[src/four_class_priority_call_server_top_macros.svh]
// Assertion macros used by the datapath RTL of the call server.
`ifndef FOUR_CLASS_PRIORITY_CALL_SERVER_TOP_MACROS_SVH
`define FOUR_CLASS_PRIORITY_CALL_SERVER_TOP_MACROS_SVH

// The consequent must hold in the same cycle as the antecedent.
`define FCPCS_ASSERT_IMPL(label, clk, rst_n, ante, cons) \
    label: assert property (@(posedge clk) disable iff (!rst_n) (ante) |-> (cons)) \
        else $error("call server check failed (same cycle)");

// The consequent must hold in the cycle after the antecedent.
`define FCPCS_ASSERT_NEXT(label, clk, rst_n, ante, cons) \
    label: assert property (@(posedge clk) disable iff (!rst_n) (ante) |=> (cons)) \
        else $error("call server check failed (next cycle)");

`endif

[src/fcpcs_pkg.sv]
package fcpcs_pkg;

    localparam int QUEUE_DEPTH = 16;
    localparam int NUM_CLASSES = 4;
    localparam int CLS_W       = 2;
    localparam int IDX_W       = $clog2(QUEUE_DEPTH);
    localparam int CNT_W       = $clog2(QUEUE_DEPTH + 1);
    localparam int ADDR_W      = $clog2(NUM_CLASSES * QUEUE_DEPTH);

    localparam logic OP_ENQUEUE = 1'b0;
    localparam logic OP_TICK    = 1'b1;

    localparam logic [CLS_W-1:0] CLASS_TOP = CLS_W'(NUM_CLASSES - 1);
    localparam logic [15:0]      TICK_MAX  = 16'hFFFF;

    typedef struct packed {
        logic        opcode;
        logic [1:0]  member_class;
        logic [7:0]  caller_id;
        logic [15:0] arrival_tick;
        logic [15:0] call_length;
    } t_in_item;

    typedef struct packed {
        logic       answered_valid;
        logic [7:0] answered_id;
        logic       finished_valid;
        logic [7:0] finished_id;
        logic       all_empty;
        logic       dropped;
    } t_out_item;

    // One stored request.
    typedef struct packed {
        logic [7:0]  id;
        logic [15:0] arrival;
        logic [15:0] length;
    } t_entry;

    typedef enum logic [2:0] {
        S_IDLE,
        S_ENQ,
        S_SRV_RD,
        S_SCAN_RD,
        S_SCAN_CHK,
        S_TICK_END
    } t_state;

    typedef struct packed {
        logic             load_item;
        logic             enqueue;
        logic             rd_en;
        logic [CLS_W-1:0] rd_class;
        logic             take_head;
        logic             tick_end;
    } t_dp_cmd;

    typedef struct packed {
        logic                   srv_busy;
        logic [CLS_W-1:0]       srv_class;
        logic [NUM_CLASSES-1:0] count_nz;
        logic                   eligible;
    } t_dp_status;

endpackage

[src/four_class_priority_call_server_top.sv]
// Channel      Handshake            Payload                   Direction
// -----------  -------------------  ------------------------  ---------
// item in      start, busy          i_item (t_in_item)        input
// result out   o_done (strobe)      o_result (t_out_item)     output
//
// An item is taken at an edge where start is high and busy is low. An arrival
// passes through S_ENQ; a tick passes through S_SRV_RD and S_TICK_END when the server is
// already busy, else scans the queue heads one at a time (S_SCAN_RD, and S_SCAN_CHK
// for a non-empty head) before S_TICK_END. Every item gives one result, shown for one
// cycle with o_done high in the cycle after the item completes; the receiver cannot stall it.
// Reset is synchronous and active low; the request store itself is not cleared.

module four_class_priority_call_server_top (
    input  logic                 i_clk,
    input  logic                 i_rst_n,
    input  logic                 start,
    input  fcpcs_pkg::t_in_item  i_item,
    output logic                 busy,
    output logic                 o_done,
    output fcpcs_pkg::t_out_item o_result
);

    // Command and status traffic between the sequencer and the datapath.
    fcpcs_pkg::t_dp_cmd    cmd;
    fcpcs_pkg::t_dp_status status;

    // The controller walks each transaction through its steps: one write for
    // an arrival, or for a tick a read of the serving head when the server is busy,
    // else a scan of the queue heads from platinum downwards, then the service update.
    fcpcs_ctrl u_ctrl (
        .i_clk    (i_clk),
        .i_rst_n  (i_rst_n),
        .i_start  (start),
        .i_opcode (i_item.opcode),
        .i_status (status),
        .o_cmd    (cmd),
        .o_busy   (busy)
    );

    // The datapath holds the request store, the queue pointers, the server
    // state and the tick counter, and registers the result of each transaction.
    fcpcs_datapath u_datapath (
        .i_clk    (i_clk),
        .i_rst_n  (i_rst_n),
        .i_item   (i_item),
        .i_cmd    (cmd),
        .o_status (status),
        .o_done   (o_done),
        .o_result (o_result)
    );

endmodule

[src/fcpcs_ctrl.sv]
module fcpcs_ctrl (
    input  logic                  i_clk,
    input  logic                  i_rst_n,
    input  logic                  i_start,
    input  logic                  i_opcode,
    input  fcpcs_pkg::t_dp_status i_status,
    output fcpcs_pkg::t_dp_cmd    o_cmd,
    output logic                  o_busy
);

    fcpcs_pkg::t_state                 r_state;
    fcpcs_pkg::t_state                 n_state;
    logic [fcpcs_pkg::CLS_W-1:0]       r_cls;
    logic [fcpcs_pkg::CLS_W-1:0]       n_cls;

    always_ff @(posedge i_clk) begin
        if (!i_rst_n) begin
            r_state <= fcpcs_pkg::S_IDLE;
            r_cls   <= '0;
        end else begin
            r_state <= n_state;
            r_cls   <= n_cls;
        end
    end

    always_comb begin
        n_state = r_state;
        n_cls   = r_cls;
        o_cmd   = '0;
        case (r_state)
            fcpcs_pkg::S_IDLE: begin
                if (i_start) begin
                    o_cmd.load_item = 1'b1;
                    if (i_opcode == fcpcs_pkg::OP_TICK) begin
                        if (i_status.srv_busy) begin
                            n_state = fcpcs_pkg::S_SRV_RD;
                        end else begin
                            n_cls   = fcpcs_pkg::CLASS_TOP;
                            n_state = fcpcs_pkg::S_SCAN_RD;
                        end
                    end else begin
                        n_state = fcpcs_pkg::S_ENQ;
                    end
                end
            end
            fcpcs_pkg::S_ENQ: begin
                o_cmd.enqueue = 1'b1;
                n_state       = fcpcs_pkg::S_IDLE;
            end
            fcpcs_pkg::S_SRV_RD: begin
                o_cmd.rd_en    = 1'b1;
                o_cmd.rd_class = i_status.srv_class;
                n_state        = fcpcs_pkg::S_TICK_END;
            end
            fcpcs_pkg::S_SCAN_RD: begin
                o_cmd.rd_class = r_cls;
                if (i_status.count_nz[r_cls]) begin
                    o_cmd.rd_en = 1'b1;
                    n_state     = fcpcs_pkg::S_SCAN_CHK;
                end else if (r_cls == '0) begin
                    n_state = fcpcs_pkg::S_TICK_END;
                end else begin
                    n_cls = r_cls - 1'b1;
                end
            end
            fcpcs_pkg::S_SCAN_CHK: begin
                o_cmd.rd_class = r_cls;
                if (i_status.eligible) begin
                    o_cmd.take_head = 1'b1;
                    n_state         = fcpcs_pkg::S_TICK_END;
                end else if (r_cls == '0) begin
                    n_state = fcpcs_pkg::S_TICK_END;
                end else begin
                    n_cls   = r_cls - 1'b1;
                    n_state = fcpcs_pkg::S_SCAN_RD;
                end
            end
            fcpcs_pkg::S_TICK_END: begin
                o_cmd.tick_end = 1'b1;
                n_state        = fcpcs_pkg::S_IDLE;
            end
            default: begin
                n_state = fcpcs_pkg::S_IDLE;
            end
        endcase
    end

    assign o_busy = (r_state != fcpcs_pkg::S_IDLE);

endmodule

[src/fcpcs_datapath.sv]
`include "four_class_priority_call_server_top_macros.svh"

module fcpcs_datapath (
    input  logic                  i_clk,
    input  logic                  i_rst_n,
    input  fcpcs_pkg::t_in_item   i_item,
    input  fcpcs_pkg::t_dp_cmd    i_cmd,
    output fcpcs_pkg::t_dp_status o_status,
    output logic                  o_done,
    output fcpcs_pkg::t_out_item  o_result
);

    localparam int SUM_W = fcpcs_pkg::IDX_W + 2;

    fcpcs_pkg::t_entry   r_mem [fcpcs_pkg::NUM_CLASSES * fcpcs_pkg::QUEUE_DEPTH];
    fcpcs_pkg::t_entry   r_rd_data;
    fcpcs_pkg::t_in_item r_item;

    logic [fcpcs_pkg::IDX_W-1:0] r_head  [fcpcs_pkg::NUM_CLASSES];
    logic [fcpcs_pkg::IDX_W-1:0] n_head  [fcpcs_pkg::NUM_CLASSES];
    logic [fcpcs_pkg::CNT_W-1:0] r_count [fcpcs_pkg::NUM_CLASSES];
    logic [fcpcs_pkg::CNT_W-1:0] n_count [fcpcs_pkg::NUM_CLASSES];

    logic                        r_srv_busy,  n_srv_busy;
    logic [fcpcs_pkg::CLS_W-1:0] r_srv_class, n_srv_class;
    logic [15:0]                 r_elapsed,   n_elapsed;
    logic [15:0]                 r_tick,      n_tick;
    logic                        r_ans_v,     n_ans_v;
    logic [7:0]                  r_ans_id,    n_ans_id;
    logic                        r_out_valid, n_out_valid;
    fcpcs_pkg::t_out_item        r_out,       n_out;

    logic                         wr_en;
    logic [fcpcs_pkg::ADDR_W-1:0] wr_addr;
    logic [fcpcs_pkg::ADDR_W-1:0] rd_addr;
    fcpcs_pkg::t_entry            wr_data;
    logic [fcpcs_pkg::CLS_W-1:0]  enq_cls;
    logic                         enq_full;
    logic [SUM_W-1:0]             slot_sum;
    logic [fcpcs_pkg::IDX_W-1:0]  slot;
    logic                         any_queued;

    function automatic logic [fcpcs_pkg::ADDR_W-1:0] mem_addr(
        input logic [fcpcs_pkg::CLS_W-1:0] cls,
        input logic [fcpcs_pkg::IDX_W-1:0] idx
    );
        return fcpcs_pkg::ADDR_W'(fcpcs_pkg::ADDR_W'(cls)
                                  * fcpcs_pkg::ADDR_W'(fcpcs_pkg::QUEUE_DEPTH)
                                  + fcpcs_pkg::ADDR_W'(idx));
    endfunction

    // Request store: one write port for arrivals, one registered read port for heads.
    always_ff @(posedge i_clk) begin
        if (wr_en) begin
            r_mem[wr_addr] <= wr_data;
        end
        if (i_cmd.rd_en) begin
            r_rd_data <= r_mem[rd_addr];
        end
        if (i_cmd.load_item) begin
            r_item <= i_item;
        end
        r_out <= n_out;
    end

    always_ff @(posedge i_clk) begin
        if (!i_rst_n) begin
            for (int c = 0; c < fcpcs_pkg::NUM_CLASSES; c++) begin
                r_head[c]  <= '0;
                r_count[c] <= '0;
            end
            r_srv_busy  <= 1'b0;
            r_srv_class <= '0;
            r_elapsed   <= '0;
            r_tick      <= '0;
            r_ans_v     <= 1'b0;
            r_ans_id    <= '0;
            r_out_valid <= 1'b0;
        end else begin
            for (int c = 0; c < fcpcs_pkg::NUM_CLASSES; c++) begin
                r_head[c]  <= n_head[c];
                r_count[c] <= n_count[c];
            end
            r_srv_busy  <= n_srv_busy;
            r_srv_class <= n_srv_class;
            r_elapsed   <= n_elapsed;
            r_tick      <= n_tick;
            r_ans_v     <= n_ans_v;
            r_ans_id    <= n_ans_id;
            r_out_valid <= n_out_valid;
        end
    end

    always_comb begin
        for (int c = 0; c < fcpcs_pkg::NUM_CLASSES; c++) begin
            n_head[c]  = r_head[c];
            n_count[c] = r_count[c];
        end
        n_srv_busy  = r_srv_busy;
        n_srv_class = r_srv_class;
        n_elapsed   = r_elapsed;
        n_tick      = r_tick;
        n_ans_v     = r_ans_v;
        n_ans_id    = r_ans_id;
        n_out_valid = 1'b0;
        n_out       = r_out;
        any_queued  = 1'b0;

        rd_addr  = mem_addr(i_cmd.rd_class, r_head[i_cmd.rd_class]);
        enq_cls  = r_item.member_class;
        enq_full = (r_count[enq_cls] == fcpcs_pkg::CNT_W'(fcpcs_pkg::QUEUE_DEPTH));
        slot_sum = SUM_W'(r_head[enq_cls]) + SUM_W'(r_count[enq_cls]);
        if (slot_sum >= SUM_W'(fcpcs_pkg::QUEUE_DEPTH)) begin
            slot = fcpcs_pkg::IDX_W'(slot_sum - SUM_W'(fcpcs_pkg::QUEUE_DEPTH));
        end else begin
            slot = fcpcs_pkg::IDX_W'(slot_sum);
        end
        wr_en           = 1'b0;
        wr_addr         = mem_addr(enq_cls, slot);
        wr_data.id      = r_item.caller_id;
        wr_data.arrival = r_item.arrival_tick;
        wr_data.length  = r_item.call_length;

        if (i_cmd.load_item) begin
            n_ans_v  = 1'b0;
            n_ans_id = '0;
        end

        if (i_cmd.enqueue) begin
            if (!enq_full) begin
                wr_en             = 1'b1;
                n_count[enq_cls]  = r_count[enq_cls] + 1'b1;
            end
            n_out_valid          = 1'b1;
            n_out.answered_valid = 1'b0;
            n_out.answered_id    = '0;
            n_out.finished_valid = 1'b0;
            n_out.finished_id    = '0;
            n_out.dropped        = enq_full;
        end

        if (i_cmd.take_head) begin
            n_srv_busy  = 1'b1;
            n_srv_class = i_cmd.rd_class;
            n_elapsed   = '0;
            n_ans_v     = 1'b1;
            n_ans_id    = r_rd_data.id;
        end

        if (i_cmd.tick_end) begin
            n_out_valid          = 1'b1;
            n_out.answered_valid = r_ans_v;
            n_out.answered_id    = r_ans_id;
            n_out.finished_valid = 1'b0;
            n_out.finished_id    = '0;
            n_out.dropped        = 1'b0;
            if (r_srv_busy) begin
                if (r_count[r_srv_class] == '0) begin
                    n_srv_busy = 1'b0;
                end else if ({1'b0, r_elapsed} + 17'd1 >= {1'b0, r_rd_data.length}) begin
                    n_out.finished_valid = 1'b1;
                    n_out.finished_id    = r_rd_data.id;
                    if (r_head[r_srv_class]
                        == fcpcs_pkg::IDX_W'(fcpcs_pkg::QUEUE_DEPTH - 1)) begin
                        n_head[r_srv_class] = '0;
                    end else begin
                        n_head[r_srv_class] = r_head[r_srv_class] + 1'b1;
                    end
                    n_count[r_srv_class] = r_count[r_srv_class] - 1'b1;
                    n_srv_busy           = 1'b0;
                    n_elapsed            = '0;
                end else if (r_elapsed != fcpcs_pkg::TICK_MAX) begin
                    n_elapsed = r_elapsed + 16'd1;
                end
            end
            if (r_tick != fcpcs_pkg::TICK_MAX) begin
                n_tick = r_tick + 16'd1;
            end
        end

        for (int c = 0; c < fcpcs_pkg::NUM_CLASSES; c++) begin
            any_queued = any_queued | (n_count[c] != '0);
        end
        if (n_out_valid) begin
            n_out.all_empty = !any_queued;
        end
    end

    always_comb begin
        o_status.srv_busy  = r_srv_busy;
        o_status.srv_class = r_srv_class;
        for (int c = 0; c < fcpcs_pkg::NUM_CLASSES; c++) begin
            o_status.count_nz[c] = (r_count[c] != '0);
        end
        o_status.eligible = (r_rd_data.arrival <= r_tick);
    end

    assign o_done   = r_out_valid;
    assign o_result = r_out;

    `FCPCS_ASSERT_NEXT(a_done_single_cycle, i_clk, i_rst_n, r_out_valid, !r_out_valid)
    `FCPCS_ASSERT_NEXT(a_take_starts_service, i_clk, i_rst_n, i_cmd.take_head, r_srv_busy && r_ans_v)
    `FCPCS_ASSERT_IMPL(a_finish_frees_server, i_clk, i_rst_n, r_out_valid && r_out.finished_valid, !r_srv_busy && (r_elapsed == '0))

endmodule
[config.mk]
export PLATFORM = sky130hd
export DESIGN_NAME = four_class_priority_call_server_top
export DESIGN_NICKNAME = d
export VERILOG_FILES = /design/src/fcpcs_pkg.sv /design/src/four_class_priority_call_server_top.sv /design/src/fcpcs_ctrl.sv /design/src/fcpcs_datapath.sv
export VERILOG_INCLUDE_DIRS = /design/src /design/src/src
export SDC_FILE = /design/constraint.sdc
export NUM_CORES = 2
export LEC_CHECK = 0
export ABC_AREA = 1
export BUFFER_PORTS_ARGS = -buffer_cell sky130_fd_sc_hd__buf_2
export CORE_MARGIN = 3
export CORE_UTILIZATION = 30
export CTS_BUF_LIST = sky130_fd_sc_hd__clkbuf_8 sky130_fd_sc_hd__clkbuf_16
export DETAILED_ROUTE_END_ITERATION = 7
export PLACE_DENSITY = 0.51
export SLEW_MARGIN = 20
export SYNTH_ARGS = -nofsm -noshare
export SYNTH_HDL_FRONTEND = slang
export SYNTH_SLANG_ARGS = --single-unit
[constraint.sdc]
create_clock -name i_clk -period 5.8 [get_ports i_clk]
set_clock_uncertainty 0.15 [all_clocks]
set_input_delay 1.16 -clock i_clk [delete_from_list [all_inputs] [get_ports i_clk]]
set_output_delay 1.16 -clock i_clk [all_outputs]
set_load 0.05 [all_outputs]
Word-level counts from Yosys, hierarchy flattened
Memory sizes are Yosys's and may differ from the RTL's. A register that Yosys moved wholly into a read port is not among the register bits.
Index checks and enable logic that the tools add are counted.
{"block": "totals", "reg_bits": 112, "ramBits": 2596, "word_cells": 182, "n_memories": 3}
{"name": "u_datapath.r_mem", "words": 64, "word_bits": 40, "rd": 1, "rd_ports_with_merged_regs": 1, "write_ports": 1, "line_no": "fcpcs_datapath.sv:15", "text": "fcpcs_pkg::t_entry r_mem [fcpcs_pkg::NUM_CLASSES * fcpcs_pkg::QUEUE_DEPTH];"}
{"name": "u_datapath.r_count", "words": 4, "word_bits": 5, "rd": 6, "rd_ports_with_merged_regs": 2, "write_ports": 4, "line_no": "fcpcs_datapath.sv:21", "text": "logic [fcpcs_pkg::CNT_W-1:0] r_count [fcpcs_pkg::NUM_CLASSES];"}
{"name": "u_datapath.r_head", "words": 4, "word_bits": 4, "rd": 7, "rd_ports_with_merged_regs": 2, "write_ports": 4, "line_no": "fcpcs_datapath.sv:19", "text": "logic [fcpcs_pkg::IDX_W-1:0] r_head [fcpcs_pkg::NUM_CLASSES];"}
{"block": "classes", "n_addsub": 11, "magnitude_cmp": 8, "n_eq_ne": 15, "mux": 89, "bitwise_logic": 15, "reduce_logical": 22}
{"op": "16-bit 2-to-1 mux", "n": 11}
{"op": "20-bit 2-to-1 mux", "n": 6}
{"op": "20-bit bitwise mux", "n": 2}
{"op": "5-bit nonzero test", "n": 8}
{"op": "18-bit 2-to-1 mux", "n": 2}
{"op": "16-bit by 1-bit adder with 16-bit output, second input constant", "n": 2}
{"op": "16-bit != test, second input constant", "n": 2}
{"op": "5-bit 2-to-1 mux", "n": 6}
{"op": "9-bit 2-to-1 mux", "n": 3}
{"op": "1-bit 2-to-1 mux", "n": 24}
{"op": "2-bit 2-to-1 mux", "n": 12}
{"op": "4-bit 2-to-1 mux", "n": 6}
{"op": "5-bit demux with 2-bit select", "n": 2}
{"op": "3-bit 2-to-1 mux", "n": 6}
{"op": "16-bit by 1-bit adder with 17-bit output, second input constant", "n": 1}
{"op": "17-bit by 16-bit >= comparator with 1-bit output", "n": 1}
{"op": "16-bit bitwise AND", "n": 1}
{"op": "16-bit bitwise mux", "n": 1}
{"op": "16-bit <= comparator", "n": 1}
{"op": "8-bit 2-to-1 mux", "n": 2}
{"op": "16-bit inverter", "n": 1}
{"op": "6-bit by 4-bit adder with 6-bit output", "n": 2}
{"op": "3-bit one-hot mux with 4 select lines", "n": 1}
{"op": "1-bit OR", "n": 11}
{"op": "other kinds (33)", "n": 46}

Longest topological paths before layout
{"block": "logic_depth", "ltp_word": 18, "ltp_mapped": 27}

By module
Synthesis repeated with hierarchy kept, for this count alone.
{"block": "unflattened", "hier_cells": 8701, "hier_area_um2": 111909.8}
{"mod": "fcpcs_datapath", "n_inst": 1, "cells_per_inst": 8614, "area_each_um2": 111420.6}
{"mod": "fcpcs_ctrl", "n_inst": 1, "cells_per_inst": 87, "area_each_um2": 489.2}

Worst setup path before layout
Ideal clock, no wire load.
{"block": "synth_path", "path_kind": "reg-to-reg", "start": "register (tool-made name)", "end": "memory u_datapath.r_mem[19][0] (netlist name) (enable)", "arrival_ps": 4054, "setup_slack_ps": 1158, "stages_incl_launch_ff": 15, "synth_period_minus_slack_ps": 4642, "cell_sequence": "dfxtp_1 > clkbuf_1 > inv_1 > clkbuf_1 > a21oi_1 > o21ai_0 > nand2_1 > ha_1 > inv_1 > fa_1 > xor2_1 > inv_1 > nor2_1 > nand2_1 > nor2_1"}
{"element": "end: declaration", "line_no": "fcpcs_datapath.sv:15"}

==> flow_metrics.py <==
metrics = {
    "run_status": {
        "run_status": "finished, final reports clean",
    },
    "logic_synthesis": {
        "synth_top_cells_by_area": "edfxtp_1 67%, nand2_1 10%, nand3_1 8.2%",
        "synth_sequential_area_ratio": 0.690,
        "synthesis.yosys.warnings": 0,
        "synthDominantCellAreaShare": 0.674,
        "synthMostInstantiatedCell": "nand2_1",
        "synthFlopType": "edfxtp_1",
        "synth_area_leader_cell": "edfxtp_1",
        "ys_top_cells_by_count": "3253 x nand2_1, 2661 x edfxtp_1, 1934 x nand3_1",
        "number_of_synthesized_flops_with_an_enable_pin": 2661,
        "syn_inst": 11200,
        "post_synth_design_cell_area_um2": 119000,
        "postSynthNetCount": 11300,
        "yosys_register_bits": 2752,
        "postSynth.asyncResetShare": 0,
        "synth.distinct_cells": 41,
        "syn-mean-instance-area_um2": 10.6,
    },
    "floorplanning": {
        "chipWidth_um": 635,
        "design.die.area_um2": 403000,
        "die_y_um": 635,
        "num_io_pins": 68,
        "row_count": 230,
        "floorplan.core_area_um2": 393000,
        "initial_utilization": 0.302,
    },
    "sta": {
        "maxClockFrequency_mhz": 198,
        "slew_headroom": 0.378,
        "final-max-slew-violation-count": 0,
        "report.final.setup_viol": 0,
        "final_cycle_utilization_of_the_critical_path": 0.873,
        "rsz0062_at_grt": "no",
        "finalCriticalPeriod_ns": 5.06,
        "final_hold_viol_count": 0,
        "hold_ws_ns": 0.302,
        "totalNegativeSetupSlack_ns": 0,
        "tightestPinTransition_ns": 0.933,
    },
    "grt": {
        "grt_max_degree": 173,
        "number_of_global_route_vias_before_repair": 74800,
        "grt-ovfl-total": 0,
        "first_pass_grt_wire_length_um": 549000,
        "grt_usage": 0.187,
        "antenna_violations_before_repair": 23,
    },
    "cells_and_area": {
        "stdcell_area_um2": 137000,
        "instances_no_fill": 16800,
        "area_growth_pct": 15.3,
        "design.final.nets": 11500,
        "layout.filler_cells": 39100,
        "final_layout_size_suffix_gt1_frac": 0.0813,
    },
    "run": {
        "maximum_capacitance_violations": 0,
    },
    "pwr": {
        "internal-power_mw": 35.9,
        "combinationalPowerShare": 0.166,
        "netSwitchingPower_mw": 14.5,
        "max-vdd-ir-drop_mv": 0.218,
        "static_leakage_nw": 54.3,
        "report.power.total_mw": 50.5,
        "power.share.clock": 0.368,
        "power_density_nw_per_um2": 370,
        "power.share.sequential": 0.466,
        "switching_share": 0.288,
    },
    "critical_path": {
        "path_cells": "inv_1, a21oi_1, o21ai_0, nand2_1, buf_4, ha_1, inv_1, fa_1, xor2_1, inv_1, nor2_1, nand2_1, nor2_4, buf_12",
        "slowest_library_cell_on_the_worst_path": "nor2_4",
        "timing.critical_path.max_delay_family": "simple AND/OR/NAND/NOR gates",
        "crit_path_start_kind": "flop",
        "worst_ep_required_time_ns": 6.21,
        "timing.reg2reg.worst_path_depth": 14,
        "crit_path_max_fanout": 21,
        "worstReg2RegEnd": "u_datapath.r_mem[40][6]",
        "timing.critical_path.arrival_ns": 5.47,
        "critical_path_class": "reg2reg",
        "critPathCaptureType": "flop",
        "cp.buffers_inverters": 5,
        "cp_common_cell": "inv_1",
        "worst_path_largest_cell_delay_ns": 0.72,
        "setup.reg_to_reg.worst_slack_ns": 0.74,
    },
    "clock_network": {
        "sink_count": 2752,
        "cts_tree": "built",
        "cts_buffers": 303,
        "hold_buffers": 0,
        "setup_fix_buffers_added_after_clock_tree_synthesis": 0,
        "clockRootBuffer": "clkbuf_16",
        "postCtsResizedCells": 0,
        "clk_pin_slew_worst_paths_ns": 0.06,
        "cts-root-to-sink-buffers": 4,
        "cts_htree_levels": 5,
        "insertion_delay_ns": 0.89,
    },
    "placed_design": {
        "gpl.final_weighted_congestion": 0.868,
        "post-place-cells": 16300,
        "place_area_um2": 127000,
        "io_buffer_count": 67,
        "detailed_place_hpwl_um": 215000,
    },
    "detailed_routing": {
        "post-route-drc-count": 0,
        "detailedRoute.firstIterationViolations": 8943,
        "routed_wirelength_um": 384000,
        "drtPass1Iterations": 8,
        "post_drt_wl_per_cell_um": 22.9,
        "route.antenna.remaining_nets": 0,
        "vias_per_cell": 4.79,
        "routed-via-count": 80600,
    },
    "min_path": {
        "hold_class": "in2reg",
        "whs_endpoint": "u_datapath.r_item[4]",
        "worst_hold_startpoint": "i_item[4]",
        "hold-path-cell-count": 1,
    },
}
[cells in the final DEF (no fill, tap or decap), types with 5 or more instances in the layout]
cell type / Yosys / final
buf_2: 421 / 67
dfxtp_1: 91 / 91
inv_2: 8 / 5
clkbuf_16: 0 / 312
o21ai_0: 124 / 122
a211oi_1: 8 / 8
inv_6: 0 / 12
nor2_1: 208 / 143
buf_12: 0 / 93
clkinv_1: 3 / 59
xnor2_1: 5 / 5
nand2_8: 0 / 6
buf_4: 36 / 293
xor2_1: 14 / 14
o211ai_1: 248 / 248
a21oi_1: 106 / 106
edfxtp_1: 2661 / 2661
nor3_1: 11 / 11
nor2_4: 0 / 65
diode_2: 0 / 10
clkinvlp_4: 0 / 8
inv_1: 1811 / 1885
nand4_1: 26 / 26
clkinv_2: 0 / 33
nand2_1: 3253 / 3253
nand3_1: 1934 / 1934
nand3b_1: 5 / 5
or2_2: 6 / 6
ha_1: 43 / 43
nor4_1: 5 / 5
bufinv_16: 0 / 20
[area by class of cell]
class	count	area, µm²	share of cell area
well taps	5220	6530	0.0478
multi-input cells	6032	27700	0.203
flip-flops and latches	2752	81700	0.598
diodes	10	25.0	0.000183
repair buffers	455	4450	0.0326
inverters	1822	6860	0.0502
clock buffers	312	7810	0.0572
clock inverters	210	1520	0.0111
[power by group through the flow]
stage | Sequential [mW] | Combinational (mW) | Clock [mW]
after CTS | 23.6 | 8.39 | 18.9
after global routing | 23.6 | 9.14 | 19.7
after global placement | 24.0 | 8.36 | 0
after detailed placement | 24.0 | 8.37 | 0
after floorplan | 24.5 | 4.20 | 0
final | 23.6 | 8.36 | 18.6
[stage by stage]
step	setup WS, ns	utilization
finish	0.739	0.348
global route	0.383	0.348
CTS	0.792	0.348
detailed placement	0.775	0.324
global placement	0.591	0.324
floorplan	1.16	-
[worst max-delay path by stage]
stage | startpoint | to | slack, ns | depth (start not counted)
after floorplan | flop | u_datapath.r_mem[19][0] | 1.16 | 14
after global placement | flop | u_datapath.r_mem[40][7] | 0.59 | 14
after detailed placement | flop | u_datapath.r_mem[40][7] | 0.78 | 14
after CTS | flop | u_datapath.r_mem[8][32] | 0.79 | 14
after global routing | flop | u_datapath.r_mem[11][8] | 0.38 | 14
final | flop | u_datapath.r_mem[40][6] | 0.74 | 14
[sequential cells by signal, indices dropped and copies added (netlist names), named ones only]
register / count
u_datapath.r_mem: 2560
u_datapath.r_item: 40
u_datapath.r_rd_data: 40
u_datapath.o_result: 20
u_datapath.r_count: 20
u_datapath.r_elapsed: 16
u_datapath.r_head: 16
u_datapath.r_tick: 16
u_datapath.r_ans_id: 8
u_ctrl.r_state: 3
u_ctrl.r_cls: 2
u_datapath.enq_cls: 2
u_datapath.r_srv_class: 2
u_datapath.o_done: 1
u_datapath.r_ans_v: 1
u_datapath.r_srv_busy: 1
[layer usage]
| layer | wire length, µm | part of all wire | GRT usage | vias up |
|---|---|---|---|---|
| li1 | - | - | - | 37500 |
| met1 | 168000 | 0.44 | 0.264 | 39500 |
| met2 | 176000 | 0.46 | 0.297 | 2945 |
| met3 | 29000 | 0.075 | 0.0293 | 594 |
| met4 | 11300 | 0.029 | 0.0529 | 6 |
| met5 | 35 | 0.000091 | 0 | - |
[cell families (layout without fill, tap and decap cells)]
logic type                 count (synthesis)  count (layout)  synth area share
adders and majority gates                 44              44           0.00471
buffers and inverters                   2402            2799            0.0819
and+or+nand+nor                         5463            5463             0.195
xor gates and xnor gates                  19              19           0.00140
other                                      0              10                 0
AOI/OAI and AO/OA                        506             506            0.0274
DFF                                     2752            2752             0.690
[worst register-to-register path, cell delays in order (launching register included)]
cell and delay, ns:
dfxtp_1 0.59, inv_1 0.38, a21oi_1 0.23, o21ai_0 0.10
nand2_1 0.10, buf_4 0.16, ha_1 0.15, inv_1 0.07
fa_1 0.44, xor2_1 0.54, inv_1 0.13, nor2_1 0.15
nand2_1 0.52, nor2_4 0.72, buf_12 0.31
Note: power is estimated with default switching activity, not from simulation.
